### src/hw/rtl/wsurl_pkg.sv
`timescale 1ns / 1ps
// -----------------------------------------------------------------------------
// wsurl_pkg: shared types and constants for the ws/wss URL parser
// Parse phases, record layout, status codes, error flag positions.
// -----------------------------------------------------------------------------
package wsurl_pkg;

   // parse phase; scheme positions first so range tests work on the encoding
   typedef enum logic [3:0] {
      PH_S0     = 4'd0,
      PH_S1     = 4'd1,
      PH_S2     = 4'd2,
      PH_S3     = 4'd3,
      PH_S4     = 4'd4,
      PH_S5     = 4'd5,
      PH_AUTH0  = 4'd6,
      PH_HOST   = 4'd7,
      PH_PORT   = 4'd8,
      PH_V6     = 4'd9,
      PH_V6END  = 4'd10,
      PH_JUNK   = 4'd11,
      PH_PATH   = 4'd12,
      PH_SINK   = 4'd13
   } phase_type;

   typedef enum logic [1:0] {
      KIND_HOST = 2'd0,
      KIND_PATH = 2'd1,
      KIND_DONE = 2'd2
   } kind_type;

   localparam logic [3:0] STS_OK          = 4'd0;
   localparam logic [3:0] STS_SCHEME      = 4'd1;
   localparam logic [3:0] STS_NO_HOST     = 4'd2;
   localparam logic [3:0] STS_FRAGMENT    = 4'd3;
   localparam logic [3:0] STS_BAD_IPV6    = 4'd4;
   localparam logic [3:0] STS_BAD_HOST    = 4'd5;
   localparam logic [3:0] STS_UNBRACKETED = 4'd6;
   localparam logic [3:0] STS_WHITESPACE  = 4'd7;
   localparam logic [3:0] STS_BAD_PORT    = 4'd8;

   // error flag bit positions, in resolution order
   localparam int F_SCHEME  = 0;
   localparam int F_AUTH    = 1;
   localparam int F_EFRAG   = 2;
   localparam int F_V6      = 3;
   localparam int F_SUFFIX  = 4;
   localparam int F_COLON2  = 5;
   localparam int F_HEMPTY  = 6;
   localparam int F_WSPACE  = 7;
   localparam int F_PCHAR   = 8;
   localparam int F_PRANGE  = 9;
   localparam int F_PFRAG   = 10;
   localparam int NUM_FLAGS = 11;

   localparam logic [15:0] PORT_MAX = 16'd65535;
   localparam logic [16:0] PORT_SAT = 17'd65536;
   localparam logic [15:0] PORT_WSS = 16'd443;
   localparam logic [15:0] PORT_WS  = 16'd80;

   localparam int MAX_RECS   = 3;
   localparam int FIFO_DEPTH = 4;  // power of two, at least MAX_RECS + 1

   typedef struct packed {
      kind_type    kind;
      logic [7:0]  data_byte;
      logic [15:0] port;
      logic        secure;
      logic [3:0]  status;
      logic        last;
   } rec_type;

   typedef struct packed {
      logic [1:0]                 count;
      rec_type [MAX_RECS-1:0]     recs;
   } step_type;

   typedef struct packed {
      phase_type              phase;
      logic                   secure_flag;
      logic [1:0]             colon_count;
      logic                   authority_len_nonzero;
      logic                   host_len_nonzero;
      logic                   authority_ends_colon;
      logic [16:0]            port_value;
      logic                   port_digit_seen;
      logic [NUM_FLAGS-1:0]   error_flags;
   } state_type;

   // all fields zero, phase = first scheme character
   localparam state_type STATE_RESET = '0;

endpackage

### src/hw/rtl/wsurl_parser.sv
`timescale 1ns / 1ps
// -----------------------------------------------------------------------------
// wsurl_parser: per-character parse state and record generation
// Holds the URL parse state; for each accepted character produces up to
// three output records in one pass.
// -----------------------------------------------------------------------------
module wsurl_parser (
   input  logic                 clock,
   input  logic                 reset,
   input  logic                 accept,
   input  logic [7:0]           ch,
   input  logic                 final_char,
   output wsurl_pkg::step_type  step
);

   wsurl_pkg::state_type state_ff, state_in;
   wsurl_pkg::state_type parsed;   // state after this character, before the done reset
   logic                 is_term;

   function automatic wsurl_pkg::rec_type mk_rec(wsurl_pkg::kind_type k, logic [7:0] b);
      wsurl_pkg::rec_type r;
      r           = '0;
      r.kind      = k;
      r.data_byte = b;
      return r;
   endfunction

   function automatic logic [wsurl_pkg::NUM_FLAGS-1:0] close_auth(wsurl_pkg::state_type s);
      logic [wsurl_pkg::NUM_FLAGS-1:0] f;
      f = s.error_flags;
      if (!s.authority_len_nonzero) f[wsurl_pkg::F_AUTH] = 1'b1;
      if (s.phase == wsurl_pkg::PH_V6) f[wsurl_pkg::F_V6] = 1'b1;
      if (s.authority_len_nonzero && !s.host_len_nonzero) f[wsurl_pkg::F_HEMPTY] = 1'b1;
      if (s.authority_ends_colon) f[wsurl_pkg::F_PCHAR] = 1'b1;
      if (s.port_digit_seen &&
          (s.port_value == 17'd0 || s.port_value > {1'b0, wsurl_pkg::PORT_MAX}))
         f[wsurl_pkg::F_PRANGE] = 1'b1;
      return f;
   endfunction

   function automatic logic [3:0] resolve(logic [wsurl_pkg::NUM_FLAGS-1:0] f);
      logic [3:0] st;
      if (f[wsurl_pkg::F_SCHEME])      st = wsurl_pkg::STS_SCHEME;
      else if (f[wsurl_pkg::F_AUTH])   st = wsurl_pkg::STS_NO_HOST;
      else if (f[wsurl_pkg::F_EFRAG])  st = wsurl_pkg::STS_FRAGMENT;
      else if (f[wsurl_pkg::F_V6])     st = wsurl_pkg::STS_BAD_IPV6;
      else if (f[wsurl_pkg::F_SUFFIX]) st = wsurl_pkg::STS_BAD_HOST;
      else if (f[wsurl_pkg::F_COLON2]) st = wsurl_pkg::STS_UNBRACKETED;
      else if (f[wsurl_pkg::F_HEMPTY]) st = wsurl_pkg::STS_NO_HOST;
      else if (f[wsurl_pkg::F_WSPACE]) st = wsurl_pkg::STS_WHITESPACE;
      else if (f[wsurl_pkg::F_PCHAR] || f[wsurl_pkg::F_PRANGE])
                                       st = wsurl_pkg::STS_BAD_PORT;
      else if (f[wsurl_pkg::F_PFRAG])  st = wsurl_pkg::STS_FRAGMENT;
      else                             st = wsurl_pkg::STS_OK;
      return st;
   endfunction

   assign is_term = (ch == "/") || (ch == "?") || (ch == "#");

   // next state
   always_comb begin
      wsurl_pkg::state_type s;
      logic                 do_host;
      logic [19:0]          acc;

      s       = state_ff;
      do_host = 1'b0;
      acc     = '0;

      if (s.phase <= wsurl_pkg::PH_S5) begin
         // scheme matcher
         case (s.phase)
            wsurl_pkg::PH_S0: begin
               s.phase = (ch == "w") ? wsurl_pkg::PH_S1 : wsurl_pkg::PH_SINK;
            end
            wsurl_pkg::PH_S1: begin
               s.phase = (ch == "s") ? wsurl_pkg::PH_S2 : wsurl_pkg::PH_SINK;
            end
            wsurl_pkg::PH_S2: begin
               if (ch == "s") begin
                  s.secure_flag = 1'b1;
                  s.phase       = wsurl_pkg::PH_S3;
               end else if (ch == ":") begin
                  s.phase = wsurl_pkg::PH_S4;
               end else begin
                  s.phase = wsurl_pkg::PH_SINK;
               end
            end
            wsurl_pkg::PH_S3: begin
               s.phase = (ch == ":") ? wsurl_pkg::PH_S4 : wsurl_pkg::PH_SINK;
            end
            wsurl_pkg::PH_S4: begin
               s.phase = (ch == "/") ? wsurl_pkg::PH_S5 : wsurl_pkg::PH_SINK;
            end
            default: begin
               s.phase = (ch == "/") ? wsurl_pkg::PH_AUTH0 : wsurl_pkg::PH_SINK;
            end
         endcase
         if (s.phase == wsurl_pkg::PH_SINK) s.error_flags[wsurl_pkg::F_SCHEME] = 1'b1;
      end else if (s.phase <= wsurl_pkg::PH_JUNK) begin
         if (is_term) begin
            // authority ends, path begins
            if (ch == "#") s.error_flags[wsurl_pkg::F_EFRAG] = 1'b1;
            s.error_flags = close_auth(s);
            s.phase       = wsurl_pkg::PH_PATH;
         end else begin
            s.authority_len_nonzero = 1'b1;
            s.authority_ends_colon  = 1'b0;
            if (ch == "@") s.error_flags[wsurl_pkg::F_AUTH] = 1'b1;
            case (s.phase)
               wsurl_pkg::PH_AUTH0: begin
                  if (ch == "[") begin
                     s.phase = wsurl_pkg::PH_V6;
                  end else begin
                     s.phase = wsurl_pkg::PH_HOST;
                     do_host = 1'b1;
                  end
               end
               wsurl_pkg::PH_HOST: begin
                  do_host = 1'b1;
               end
               wsurl_pkg::PH_PORT: begin
                  if (ch inside {["0":"9"]}) begin
                     s.port_digit_seen = 1'b1;
                     acc = (20'(s.port_value) << 3) + (20'(s.port_value) << 1)
                           + 20'(ch[3:0]);
                     s.port_value = (acc > 20'(wsurl_pkg::PORT_SAT)) ?
                                    wsurl_pkg::PORT_SAT : acc[16:0];
                  end else if (ch == ":" && s.colon_count != 2'd0) begin
                     s.colon_count = 2'd2;
                     s.error_flags[wsurl_pkg::F_COLON2] = 1'b1;
                  end else begin
                     s.error_flags[wsurl_pkg::F_PCHAR] = 1'b1;
                  end
               end
               wsurl_pkg::PH_V6: begin
                  if (ch == "]") begin
                     if (!s.host_len_nonzero) s.error_flags[wsurl_pkg::F_V6] = 1'b1;
                     s.phase = wsurl_pkg::PH_V6END;
                  end else begin
                     s.host_len_nonzero = 1'b1;
                     if (ch inside {" ", 8'h09, 8'h0d, 8'h0a})
                        s.error_flags[wsurl_pkg::F_WSPACE] = 1'b1;
                  end
               end
               wsurl_pkg::PH_V6END: begin
                  if (ch == ":") begin
                     s.authority_ends_colon = 1'b1;
                     s.phase                = wsurl_pkg::PH_PORT;
                  end else begin
                     s.error_flags[wsurl_pkg::F_SUFFIX] = 1'b1;
                     s.phase                            = wsurl_pkg::PH_JUNK;
                  end
               end
               default: begin
               end
            endcase
            // unbracketed host byte, or the colon opening its port
            if (do_host) begin
               if (ch == ":") begin
                  s.colon_count          = 2'd1;
                  s.authority_ends_colon = 1'b1;
                  s.phase                = wsurl_pkg::PH_PORT;
               end else begin
                  s.host_len_nonzero = 1'b1;
                  if (ch inside {" ", 8'h09, 8'h0d, 8'h0a})
                     s.error_flags[wsurl_pkg::F_WSPACE] = 1'b1;
               end
            end
         end
      end else if (s.phase == wsurl_pkg::PH_PATH) begin
         if (ch == "#") s.error_flags[wsurl_pkg::F_PFRAG] = 1'b1;
      end

      if (final_char) begin
         if (s.phase <= wsurl_pkg::PH_S5) begin
            s.error_flags[wsurl_pkg::F_SCHEME] = 1'b1;
         end else if (s.phase <= wsurl_pkg::PH_JUNK) begin
            s.error_flags = close_auth(s);
         end
      end

      parsed   = s;
      state_in = final_char ? wsurl_pkg::STATE_RESET : s;
   end

   // records for this character
   always_comb begin
      wsurl_pkg::step_type o;
      wsurl_pkg::rec_type  done;
      logic [1:0]          n;
      logic                host_out;
      logic [3:0]          st;

      o        = '0;
      done     = '0;
      n        = 2'd0;
      host_out = 1'b0;
      st       = resolve(parsed.error_flags);

      if (state_ff.phase inside {[wsurl_pkg::PH_AUTH0:wsurl_pkg::PH_JUNK]}) begin
         if (is_term) begin
            // leading '?' gets a '/' in front
            if (ch == "?") begin
               o.recs[n] = mk_rec(wsurl_pkg::KIND_PATH, "/");
               n         = n + 2'd1;
            end
            o.recs[n] = mk_rec(wsurl_pkg::KIND_PATH, ch);
            n         = n + 2'd1;
         end else begin
            case (state_ff.phase)
               wsurl_pkg::PH_AUTH0: host_out = (ch != "[") && (ch != ":");
               wsurl_pkg::PH_HOST:  host_out = (ch != ":");
               wsurl_pkg::PH_V6:    host_out = (ch != "]");
               default:             host_out = 1'b0;
            endcase
            if (host_out) begin
               o.recs[n] = mk_rec(wsurl_pkg::KIND_HOST, ch);
               n         = n + 2'd1;
            end
         end
      end else if (state_ff.phase == wsurl_pkg::PH_PATH) begin
         o.recs[n] = mk_rec(wsurl_pkg::KIND_PATH, ch);
         n         = n + 2'd1;
      end

      if (final_char) begin
         // no path given: default '/'
         if (parsed.phase inside {[wsurl_pkg::PH_AUTH0:wsurl_pkg::PH_JUNK]}) begin
            o.recs[n] = mk_rec(wsurl_pkg::KIND_PATH, "/");
            n         = n + 2'd1;
         end
         done.kind   = wsurl_pkg::KIND_DONE;
         if (st != wsurl_pkg::STS_OK)
            done.port = 16'd0;
         else if (parsed.port_digit_seen)
            done.port = parsed.port_value[15:0];
         else
            done.port = parsed.secure_flag ? wsurl_pkg::PORT_WSS : wsurl_pkg::PORT_WS;
         done.secure = parsed.secure_flag;
         done.status = st;
         done.last   = 1'b1;
         o.recs[n]   = done;
         n           = n + 2'd1;
      end

      o.count = n;
      step    = o;
   end

   always_ff @(posedge clock) begin
      if (reset) begin
         state_ff <= wsurl_pkg::STATE_RESET;
      end else if (accept) begin
         state_ff <= state_in;
      end
   end

endmodule

### src/hw/rtl/wsurl_fifo.sv
`timescale 1ns / 1ps
// -----------------------------------------------------------------------------
// wsurl_fifo: result record queue
// Takes up to three records per cycle, hands out one per beat.
// -----------------------------------------------------------------------------
module wsurl_fifo (
   input  logic                 clock,
   input  logic                 reset,
   input  logic                 push_valid,
   input  wsurl_pkg::step_type  push,
   output logic                 room,
   output logic                 head_valid,
   output wsurl_pkg::rec_type   head,
   input  logic                 pop
);

   localparam int DEPTH = wsurl_pkg::FIFO_DEPTH;
   localparam int PTR_W = $clog2(DEPTH);
   localparam int CNT_W = $clog2(DEPTH + 1);

   wsurl_pkg::rec_type  mem_ff [DEPTH];
   logic [PTR_W-1:0]    wr_ptr_ff, wr_ptr_in;
   logic [PTR_W-1:0]    rd_ptr_ff, rd_ptr_in;
   logic [CNT_W-1:0]    count_ff, count_in;
   logic [1:0]          push_n;
   logic                pop_fire;

   assign push_n     = push_valid ? push.count : 2'd0;
   assign pop_fire   = pop && (count_ff != '0);
   assign head_valid = (count_ff != '0);
   assign head       = mem_ff[rd_ptr_ff];
   // room for a worst-case item
   assign room       = (count_ff <= CNT_W'(DEPTH - wsurl_pkg::MAX_RECS));

   assign wr_ptr_in = wr_ptr_ff + PTR_W'(push_n);
   assign rd_ptr_in = rd_ptr_ff + PTR_W'(pop_fire);
   assign count_in  = count_ff + CNT_W'(push_n) - CNT_W'(pop_fire);

   always_ff @(posedge clock) begin
      if (push_valid) begin
         for (int k = 0; k < wsurl_pkg::MAX_RECS; k++) begin
            if (k < int'(push.count)) begin
               mem_ff[wr_ptr_ff + PTR_W'(k)] <= push.recs[k];
            end
         end
      end
   end

   always_ff @(posedge clock) begin
      if (reset) begin
         wr_ptr_ff <= '0;
         rd_ptr_ff <= '0;
         count_ff  <= '0;
      end else begin
         wr_ptr_ff <= wr_ptr_in;
         rd_ptr_ff <= rd_ptr_in;
         count_ff  <= count_in;
      end
   end

endmodule

### src/hw/rtl/websocket_url_parser_top.sv
`timescale 1ns / 1ps
// -----------------------------------------------------------------------------
// websocket_url_parser_top: streaming ws:// / wss:// URL parser
// Splits a URL, one character per beat, into host bytes, path bytes and a
// closing done record carrying port, secure flag and status.
// -----------------------------------------------------------------------------
// Usage:
//   req_*  : one URL character per beat; req_tlast marks the last character.
//   rsp_*  : one record per beat; rsp_tuser is the record kind (host byte,
//            path byte, done); rsp_tlast is set on the done record.
//   A character gives zero to three records. Records land in a four-entry
//   queue, which is registered, and show on rsp_* once earlier records are gone.
//   Throughput: one character per cycle while the queue has room for three
//   records; the rsp side drains one record per cycle while rsp_tready is high,
//   so runs of characters that each give two or three records are paced by rsp.
//   Parse state lives in one register set, updated by a single pass of
//   compare / multiply-by-ten logic per character.
//   Reset: parse state returns to the first scheme character, queue empties.
//   req_tready is high right after reset.
//   Stall: when rsp_tready is low the queue holds its records; req_tready
//   drops once fewer than three free slots remain.
//   Host and path bytes already sent are void if the done status is not ok.
// -----------------------------------------------------------------------------
module websocket_url_parser_top (
   input  logic        clock,
   input  logic        reset,

   input  logic        req_tvalid,
   output logic        req_tready,
   input  logic [7:0]  req_tdata,   // [7:0] ch
   input  logic        req_tlast,   // final_char

   output logic        rsp_tvalid,
   input  logic        rsp_tready,
   output logic [31:0] rsp_tdata,   // [7:0] data_byte, [23:8] port, [24] secure,
                                    // [28:25] status, [31:29] zero
   output logic [1:0]  rsp_tuser,   // [1:0] kind
   output logic        rsp_tlast    // last
);

   logic                accept;
   logic                room;
   wsurl_pkg::step_type step;
   wsurl_pkg::rec_type  head;

   assign req_tready = room;
   assign accept     = req_tvalid && room;

   wsurl_parser u_parser (
      .clock      (clock),
      .reset      (reset),
      .accept     (accept),
      .ch         (req_tdata),
      .final_char (req_tlast),
      .step       (step)
   );

   wsurl_fifo u_fifo (
      .clock      (clock),
      .reset      (reset),
      .push_valid (accept),
      .push       (step),
      .room       (room),
      .head_valid (rsp_tvalid),
      .head       (head),
      .pop        (rsp_tready)
   );

   assign rsp_tdata = {3'b000, head.status, head.secure, head.port, head.data_byte};
   assign rsp_tuser = head.kind;
   assign rsp_tlast = head.last;

endmodule

### config.mk
export PLATFORM = sky130hd
export DESIGN_NAME = websocket_url_parser_top
export DESIGN_NICKNAME = d
export VERILOG_FILES = /design/src/hw/rtl/wsurl_pkg.sv /design/src/hw/rtl/wsurl_parser.sv /design/src/hw/rtl/wsurl_fifo.sv /design/src/hw/rtl/websocket_url_parser_top.sv
export SDC_FILE = /design/constraint.sdc
export NUM_CORES = 1
export LEC_CHECK = 0
export ABC_CLOCK_PERIOD_IN_PS = 20800
export BUFFER_PORTS_ARGS = -buffer_cell sky130_fd_sc_hd__buf_2
export CAP_MARGIN = 15
export CORE_UTILIZATION = 38
export DETAILED_ROUTE_END_ITERATION = 8
export GPL_ROUTABILITY_DRIVEN = 0
export HOLD_SLACK_MARGIN = 0.06
export PLACE_DENSITY = 0.58
export SLEW_MARGIN = 5
export SYNTH_ARGS = -nofsm -noshare
export SYNTH_HDL_FRONTEND = slang
export SYNTH_HIERARCHICAL = 1
export SYNTH_SLANG_ARGS = --single-unit
### constraint.sdc
create_clock -name clock -period 20.8 [get_ports clock]
set_input_delay 4.16 -clock clock [delete_from_list [all_inputs] [get_ports clock]]
set_output_delay 4.16 -clock clock [all_outputs]
set_load 0.005 [all_outputs]
==> run metrics, run 1 <==
outcome=finished, violations left; failing checks=design-rule violations; Core Area=approximately 36000 um2; Critical path destination=u_fifo/mem_ff[1][13]; crit path launch type=input pin; synth warn=6; Sequential Power Share=40.9%; syn_area_per_cell=11.0 um2; CTS tree=yes; Pint=0.704 mW; proportion of power drawn by combinational gates=27.3%; sequential share of the synthesized area=34.3%; CP max FO=between 40 and 50; Top Ports=50; total track usage=20.5%; r2r endpoint=u_fifo/mem_ff[3][16]; number of nets in the layout=about 1300; MaxCap Viol Count=0; critical path's top delay family=compound AO/OA/AOI/OAI gates; prevailing post-synth register cell=edfxtp_1; compound-gate portion of the synthesized area=12.1%; Cells after Synth=1265; power share of the clock group=31.7%; via count=10300; Worst setup startpoint=req_tdata[3]; Hold Path Class=register to register; Placed Cells=1692; clock latency on the worst-skew pair=0.44 ns; pre-CTS WS=10.82 ns; worst path bufs/invs=4; Detailed Routing Iterations Pass 1=9; critical-path cell list=buf_2 > inv_1 > fa_1 > inv_1 > ha_1 > a211oi_2 > o21ai_1 > nor3b_1 > or3_1 > a2111o_1 > o41ai_4 > nor3b_1 > o211ai_1 > a2111oi_4 > buf_4 > nor4_1 > mux2_1 > mux2_2; commonest non-fill, non-tap cell in the layout=mux2_2; HPWL after DPL=25.3 mm; mapped cell area=13900 um2; sw frac=between 30% and 40%; clk_skew=~0.016 ns; Final Cycle Share=46.1%; CTS Sinks=174; Final Max Tran Viols=0; Synth Area in Adders=4.22%; first-pass GRT wire length=58.4 mm; synth-to-layout area growth=7.32%; number of setup buffers added after CTS=0; Slew @ Worst Pin=roughly 1.1 ns; final setup margin=approximately 11 ns; TritonCTS buffer count=17; xor and xnor area share after synthesis=1.07%; Cell Pwr Density=68.5 nW/um2; RSZ-0062 raised after global routing=false; initial antenna violation count=1; Clk pin slew, worst setup/hold paths=0.07 ns; layout cells sized above 1=between 30% and 40%; CP max stage delay=0.61 ns; hold buffer count at CTS=0; worst reg2reg startpoint=u_parser/state_ff[36]; Finished Layout Cells=1727; I/O Buffers=46; utilization after layout=41.7%; number of enable flip-flop cells after synthesis=128; initial drt markers=slightly below 800; Yosys reg bits=174; mux cell area share after synthesis=27.2%; post-synth cell types=95; Rel. slew slack=29.0%; simple logic cell fraction of the synthesized area=15.7%; setup TNS=0 ns; CTS Root Cell=clkbuf_16; main combinational cell family by area after synthesis=multiplexers; final setup vio count=0; DIE WIDTH=193 um; # DRC=10; Routed Antenna Nets=0; vias in the first global route=approximately 10000; final hold vios=0; fill count=3440; die height=193 um; Crit Path Class=input pin to register; commonest cells after routing, fill and taps aside=190 x mux2_2, 128 x edfxtp_1, 87 x nor2_1; Post-CTS Resized=0; critical path arrival=9.76 ns; Worst R2R Setup Slack=14.84 ns; Fmax=104 MHz; Final Critical Period=9.58 ns; GRT overflow=0; die area=approximately 37000 um2; crit path capture type=register; Async SR Flop Fraction=0%; H-tree depth=4; Overall Power=1.02 mW; slowest CP cell=fa_1; CTS Buffer Depth=2; Worst EP required=approximately 21 ns; Net Switching=0.316 mW; FP Rows=69; DR WL/cell=22.1 um; worst ir drop on vdd=0.0594 mV; vias per cell=5.97; worst reg2reg path depth=12; WL final=about 38 mm; largest net degree at the start of global routing=52; Starting Density=38.8%; Crit path depth=18; Pleak=between 5 and 6 nW
## metrics by stage
| stage | hold WS [ns] | area [um2] |
|---|---|---|
| CTS | 0.477 | 14900 |
| floorplan | 0.437 | 13900 |
| detailed placement | 0.460 | 14300 |
| finish | 0.475 | 14900 |
| global placement | 0.457 | 14300 |
| global route | 0.509 | 14900 |
## Yosys cell counts (5+ instances only)
master	count	area share, %
and3_1	13	0.59
buf_6	14	1.1
mux2_1	31	2.5
nand3b_1	12	0.65
a21o_1	8	0.43
o211ai_1	12	0.65
inv_1	31	0.84
a22oi_1	29	1.6
mux2_2	190	15
nand2_1	51	1.4
and2_1	19	0.86
buf_4	23	1.2
xor2_1	5	0.32
dfxtp_1	46	6.6
nand4_1	8	0.36
nand2b_1	7	0.32
nor2b_1	8	0.36
nor4_1	42	1.9
nor3_1	20	0.72
xnor2_1	12	0.76
mux2_4	36	3.9
a31oi_1	7	0.32
ha_1	42	3.8
a21oi_1	45	1.6
buf_2	37	1.3
nor4_2	13	1.2
mux4_2	32	5.2
a31o_2	8	0.50
o21ai_0	34	1.2
or3_1	23	1.0
edfxtp_1	128	28
nor3b_1	8	0.43
nor2_1	87	2.4
clkbuf_1	25	0.68
nand3_1	32	1.2
o21a_1	14	0.76
## routing by layer
metal  share of wire (%)  track usage [%]  vias up
met5                   0                0        -
met4                 1.5             5.11        0
met3                 4.0             2.71       39
met2                  47             33.0      267
met1                  48             28.9     5142
li1                    -                -     4870
## power by group through the flow
stage | clock network [mW] | registers, mW | logic, mW
2_1_floorplan | 0 | 0.418 | 0.201
3_3_place_gp | 0 | 0.424 | 0.279
3_5_place_dp | 0 | 0.425 | 0.282
4_1_cts | 0.330 | 0.418 | 0.283
5_1_grt | 0.342 | 0.421 | 0.308
6_report | 0.324 | 0.417 | 0.279
## cells by family (layout without fill, tap and decap cells)
family,Yosys count,count (layout)
AOI/OAI and AO/OA,224,224
xor gates and xnor gates,17,17
adders and majority gates,45,45
buffers and inverters,136,130
DFF,174,174
muxes,291,291
other,2,9
and+or+nand+nor,376,376
## sequential cells by signal, summed over array words and instances, names as in the netlist
register	count
u_fifo/count_ff	3
u_parser/state_ff	39
u_fifo/mem_ff	128
u_fifo/rd_ptr_ff	2
u_fifo/wr_ptr_ff	2
## area by class of cell
cell class / instances / area (um2) / share of cell area [%]
multi-input cells: 961 / 8440 / 56.7
flip-flops and latches: 174 / 4770 / 32.0
well taps: 461 / 577 / 3.87
clock buffers: 23 / 520 / 3.49
repair buffers: 66 / 397 / 2.66
inverters: 32 / 120 / 0.806
clock inverters: 9 / 70.1 / 0.470
diodes: 1 / 2.50 / 0.0168
## how the worst min path moves through the flow
stage                              start              endpoint  slack [ns]  cells past startpoint
finish              u_parser/state_ff[8]  u_parser/state_ff[8]        0.47                      2
global route        u_parser/state_ff[9]  u_parser/state_ff[9]        0.51                      2
CTS                 u_parser/state_ff[8]  u_parser/state_ff[8]        0.48                      2
detailed placement  u_parser/state_ff[8]  u_parser/state_ff[8]        0.46                      2
global placement    u_parser/state_ff[0]  u_parser/state_ff[0]        0.46                      2
floorplan           u_parser/state_ff[8]  u_parser/state_ff[8]        0.44                      2
## worst register-to-register path, delay by kind of cell (launching register included)
family	cells	cell delay [ns]
and+or+nand+nor	3	1.58
buffers and inverters	1	0.11
AOI/OAI and AO/OA	3	1.03
adders and majority gates	2	0.61
DFF	1	0.70
muxes	3	1.67
Note: power is estimated with default switching activity, not from simulation.
==> inputs of run 2 (changes only) <==
--- a/config.mk
+++ b/config.mk
@@ -5,7 +5,7 @@
 export SDC_FILE = /design/constraint.sdc
 export NUM_CORES = 1
 export LEC_CHECK = 0
-export ABC_CLOCK_PERIOD_IN_PS = 20800
+export ABC_CLOCK_PERIOD_IN_PS = 9720
 export BUFFER_PORTS_ARGS = -buffer_cell sky130_fd_sc_hd__buf_2
 export CAP_MARGIN = 15
 export CORE_UTILIZATION = 38
==> constraint.sdc (replaced) <==
create_clock -name clock -period 9.72 [get_ports clock]
set_input_delay 1.944 -clock clock [delete_from_list [all_inputs] [get_ports clock]]
set_output_delay 1.944 -clock clock [all_outputs]
set_load 0.005 [all_outputs]
==> run 2 against run 1 <==
The run still ends with design-rule violations left; register-to-register slack worse by 11 ns; cell area shrank 0.24%; worst setup slack got worse by 8.9 ns; sequential cell count unchanged; core utilization down 0.10 points; combinational power increased by 120%; non-clock buffer count unchanged; critical path depth is the same; critical path type unchanged; count of clock-buffer cells in the layout grew 1; hold slack hardly changed; sequential power up 110%.
==> run metrics, run 2 (same netlist as run 1, synthesis figures left out) <==
Most flops, register=u_fifo/mem_ff; Regs by FF count=u_fifo/mem_ff: 128 flops, u_parser/state_ff: 39 flops, u_fifo/count_ff: 3 flops; number of nets in the layout=~1300; CTS Root Cell=clkbuf_16; commonest cells after routing, fill and taps aside=190 x mux2_2, 128 x edfxtp_1, 87 x nor2_1; multi-input logic area=around 8400 um2; vias per cell=6.00; CTS tree=yes; Slew @ Worst Pin=1.08 ns; worst ir drop on vdd=approximately 0.12 mV; GRT overflow=0; slowest CP cell=fa_1; layout cells sized above 1=32.6%; outcome=finished, violations left; DIE WIDTH=about 190 um; dpl cell area=14300 um2; H-tree depth=4; TritonCTS buffer count=17; first-pass GRT wire length=about 59 mm; Final Max Tran Viols=0; I/O Buffers=46; Fmax=136 MHz; setup TNS=0 ns; vias in the first global route=between 9000 and 10000; total track usage=20.6%; Placed Cells=1692; critical path's top delay family=compound AO/OA/AOI/OAI gates; critical path arrival=roughly 7.6 ns; Routed Antenna Nets=0; RSZ-0062 raised after global routing=false; CTS Buffer Depth=2; sw frac=31.0%; critical-path cell list=buf_2 > inv_1 > fa_1 > inv_1 > ha_1 > a211oi_2 > o21ai_1 > nor3b_1 > or3_1 > a2111o_1 > o41ai_4 > nor3b_1 > o211ai_1 > a2111oi_4 > buf_4 > nor4_1 > mux2_1 > mux2_2; Net Switching=0.671 mW; Final Cycle Share=75.7%; WHS=around 0.47 ns; CP max stage delay=0.61 ns; power share of the clock group=around 30%; synth-to-layout area growth=7.06%; fill count=3478; # DRC=24; HPWL after DPL=25.4 mm; number of setup buffers added after CTS=0; clock latency on the worst-skew pair=~0.45 ns; FP Rows=69; CP max FO=48; Core Area=around 36000 um2; Pleak=roughly 5.8 nW; die area=37300 um2; Finished Layout Cells=1727; proportion of power drawn by combinational gates=27.8%; CTS Sinks=174; MaxCap Viol Count=0; largest net degree at the start of global routing=52; failing checks=design-rule violations; Rel. slew slack=27.8%; commonest non-fill, non-tap cell in the layout=mux2_2; clk_skew=0.0183 ns; initial drt markers=789; worst path bufs/invs=4; Pint=roughly 1.5 mW; Final Instance Area=roughly 15000 um2; crit path capture type=register; initial antenna violation count=1; Hold Path Class=register to register; Post-CTS Resized=0; DR WL/cell=22.1 um; Cell Pwr Density=145 nW/um2; Starting Density=38.8%; via count=between 10000 and 15000; register area=4770 um2; die height=roughly 190 um; WL final=38.2 mm; utilization after layout=41.6%; Worst EP required=9.91 ns; hold buffer count at CTS=0; max reg flops=about 130; final hold vios=0; Detailed Routing Iterations Pass 1=7; Top Ports=50; final setup vio count=0; Crit Path Class=input pin to register; Final Critical Period=7.36 ns; crit path launch type=input pin; Clk pin slew, worst setup/hold paths=0.07 ns; Sequential Power Share=41.3%
[run 2: final timing paths]
check                   startpoint              endpoint  slack [ns]  cells past startpoint
min           u_parser/state_ff[9]  u_parser/state_ff[9]        0.47                      2
max                   req_tdata[3]  u_fifo/mem_ff[1][20]        2.36                     18
max reg2reg  u_parser/state_ff[36]   u_fifo/mem_ff[1][1]        3.69                     13
min reg2reg   u_parser/state_ff[9]  u_parser/state_ff[9]        0.47                      2
[run 2: cell type report]
cell class	instances	share of cell area (%)
Multi-Input combinational cell	961	56.8
Sequential cell	174	32.1
Tap cell	461	3.88
Clock buffer	24	3.39
Timing Repair Buffer	66	2.64
Inverter	32	0.808
Clock inverter	8	0.362
Antenna cell	1	0.0168
[run 2: per-stage QoR]
step	total power [mW]	worst slack (ns)
after floorplan	1.32	2.33
after global placement	1.51	2.10
after detailed placement	1.51	1.94
after CTS	2.18	2.41
after global routing	2.26	2.02
final	2.16	2.36
[run 2: worst register-to-register path: stages (launching register included)]
cell,delay (ns)
dfxtp_1,0.73
nand3b_2,0.33
a2111oi_4,0.53
nand3_2,0.26
o21a_1,0.26
ha_1,0.31
o21ai_0,0.26
inv_1,0.10
ha_1,0.29
mux2i_1,0.71
and4bb_2,0.93
buf_4,0.41
mux2_1,0.39
mux2_2,0.27
[run 2: routing by layer]
layer / part of all wire [%] / vias up / GRT usage [%]
met5: 0 / - / 0
met4: 0.95 / 0 / 4.63
met3: 3.7 / 23 / 2.24
met2: 47 / 242 / 33.1
met1: 48 / 5250 / 29.5
li1: - / 4851 / -
[run 2: power by group through the flow]
stage | clock network, mW | registers [mW] | logic [mW]
2_1_floorplan | 0 | 0.894 | 0.429
3_3_place_gp | 0 | 0.908 | 0.599
3_5_place_dp | 0 | 0.910 | 0.603
4_1_cts | 0.680 | 0.893 | 0.607
5_1_grt | 0.705 | 0.899 | 0.658
6_report | 0.668 | 0.893 | 0.600
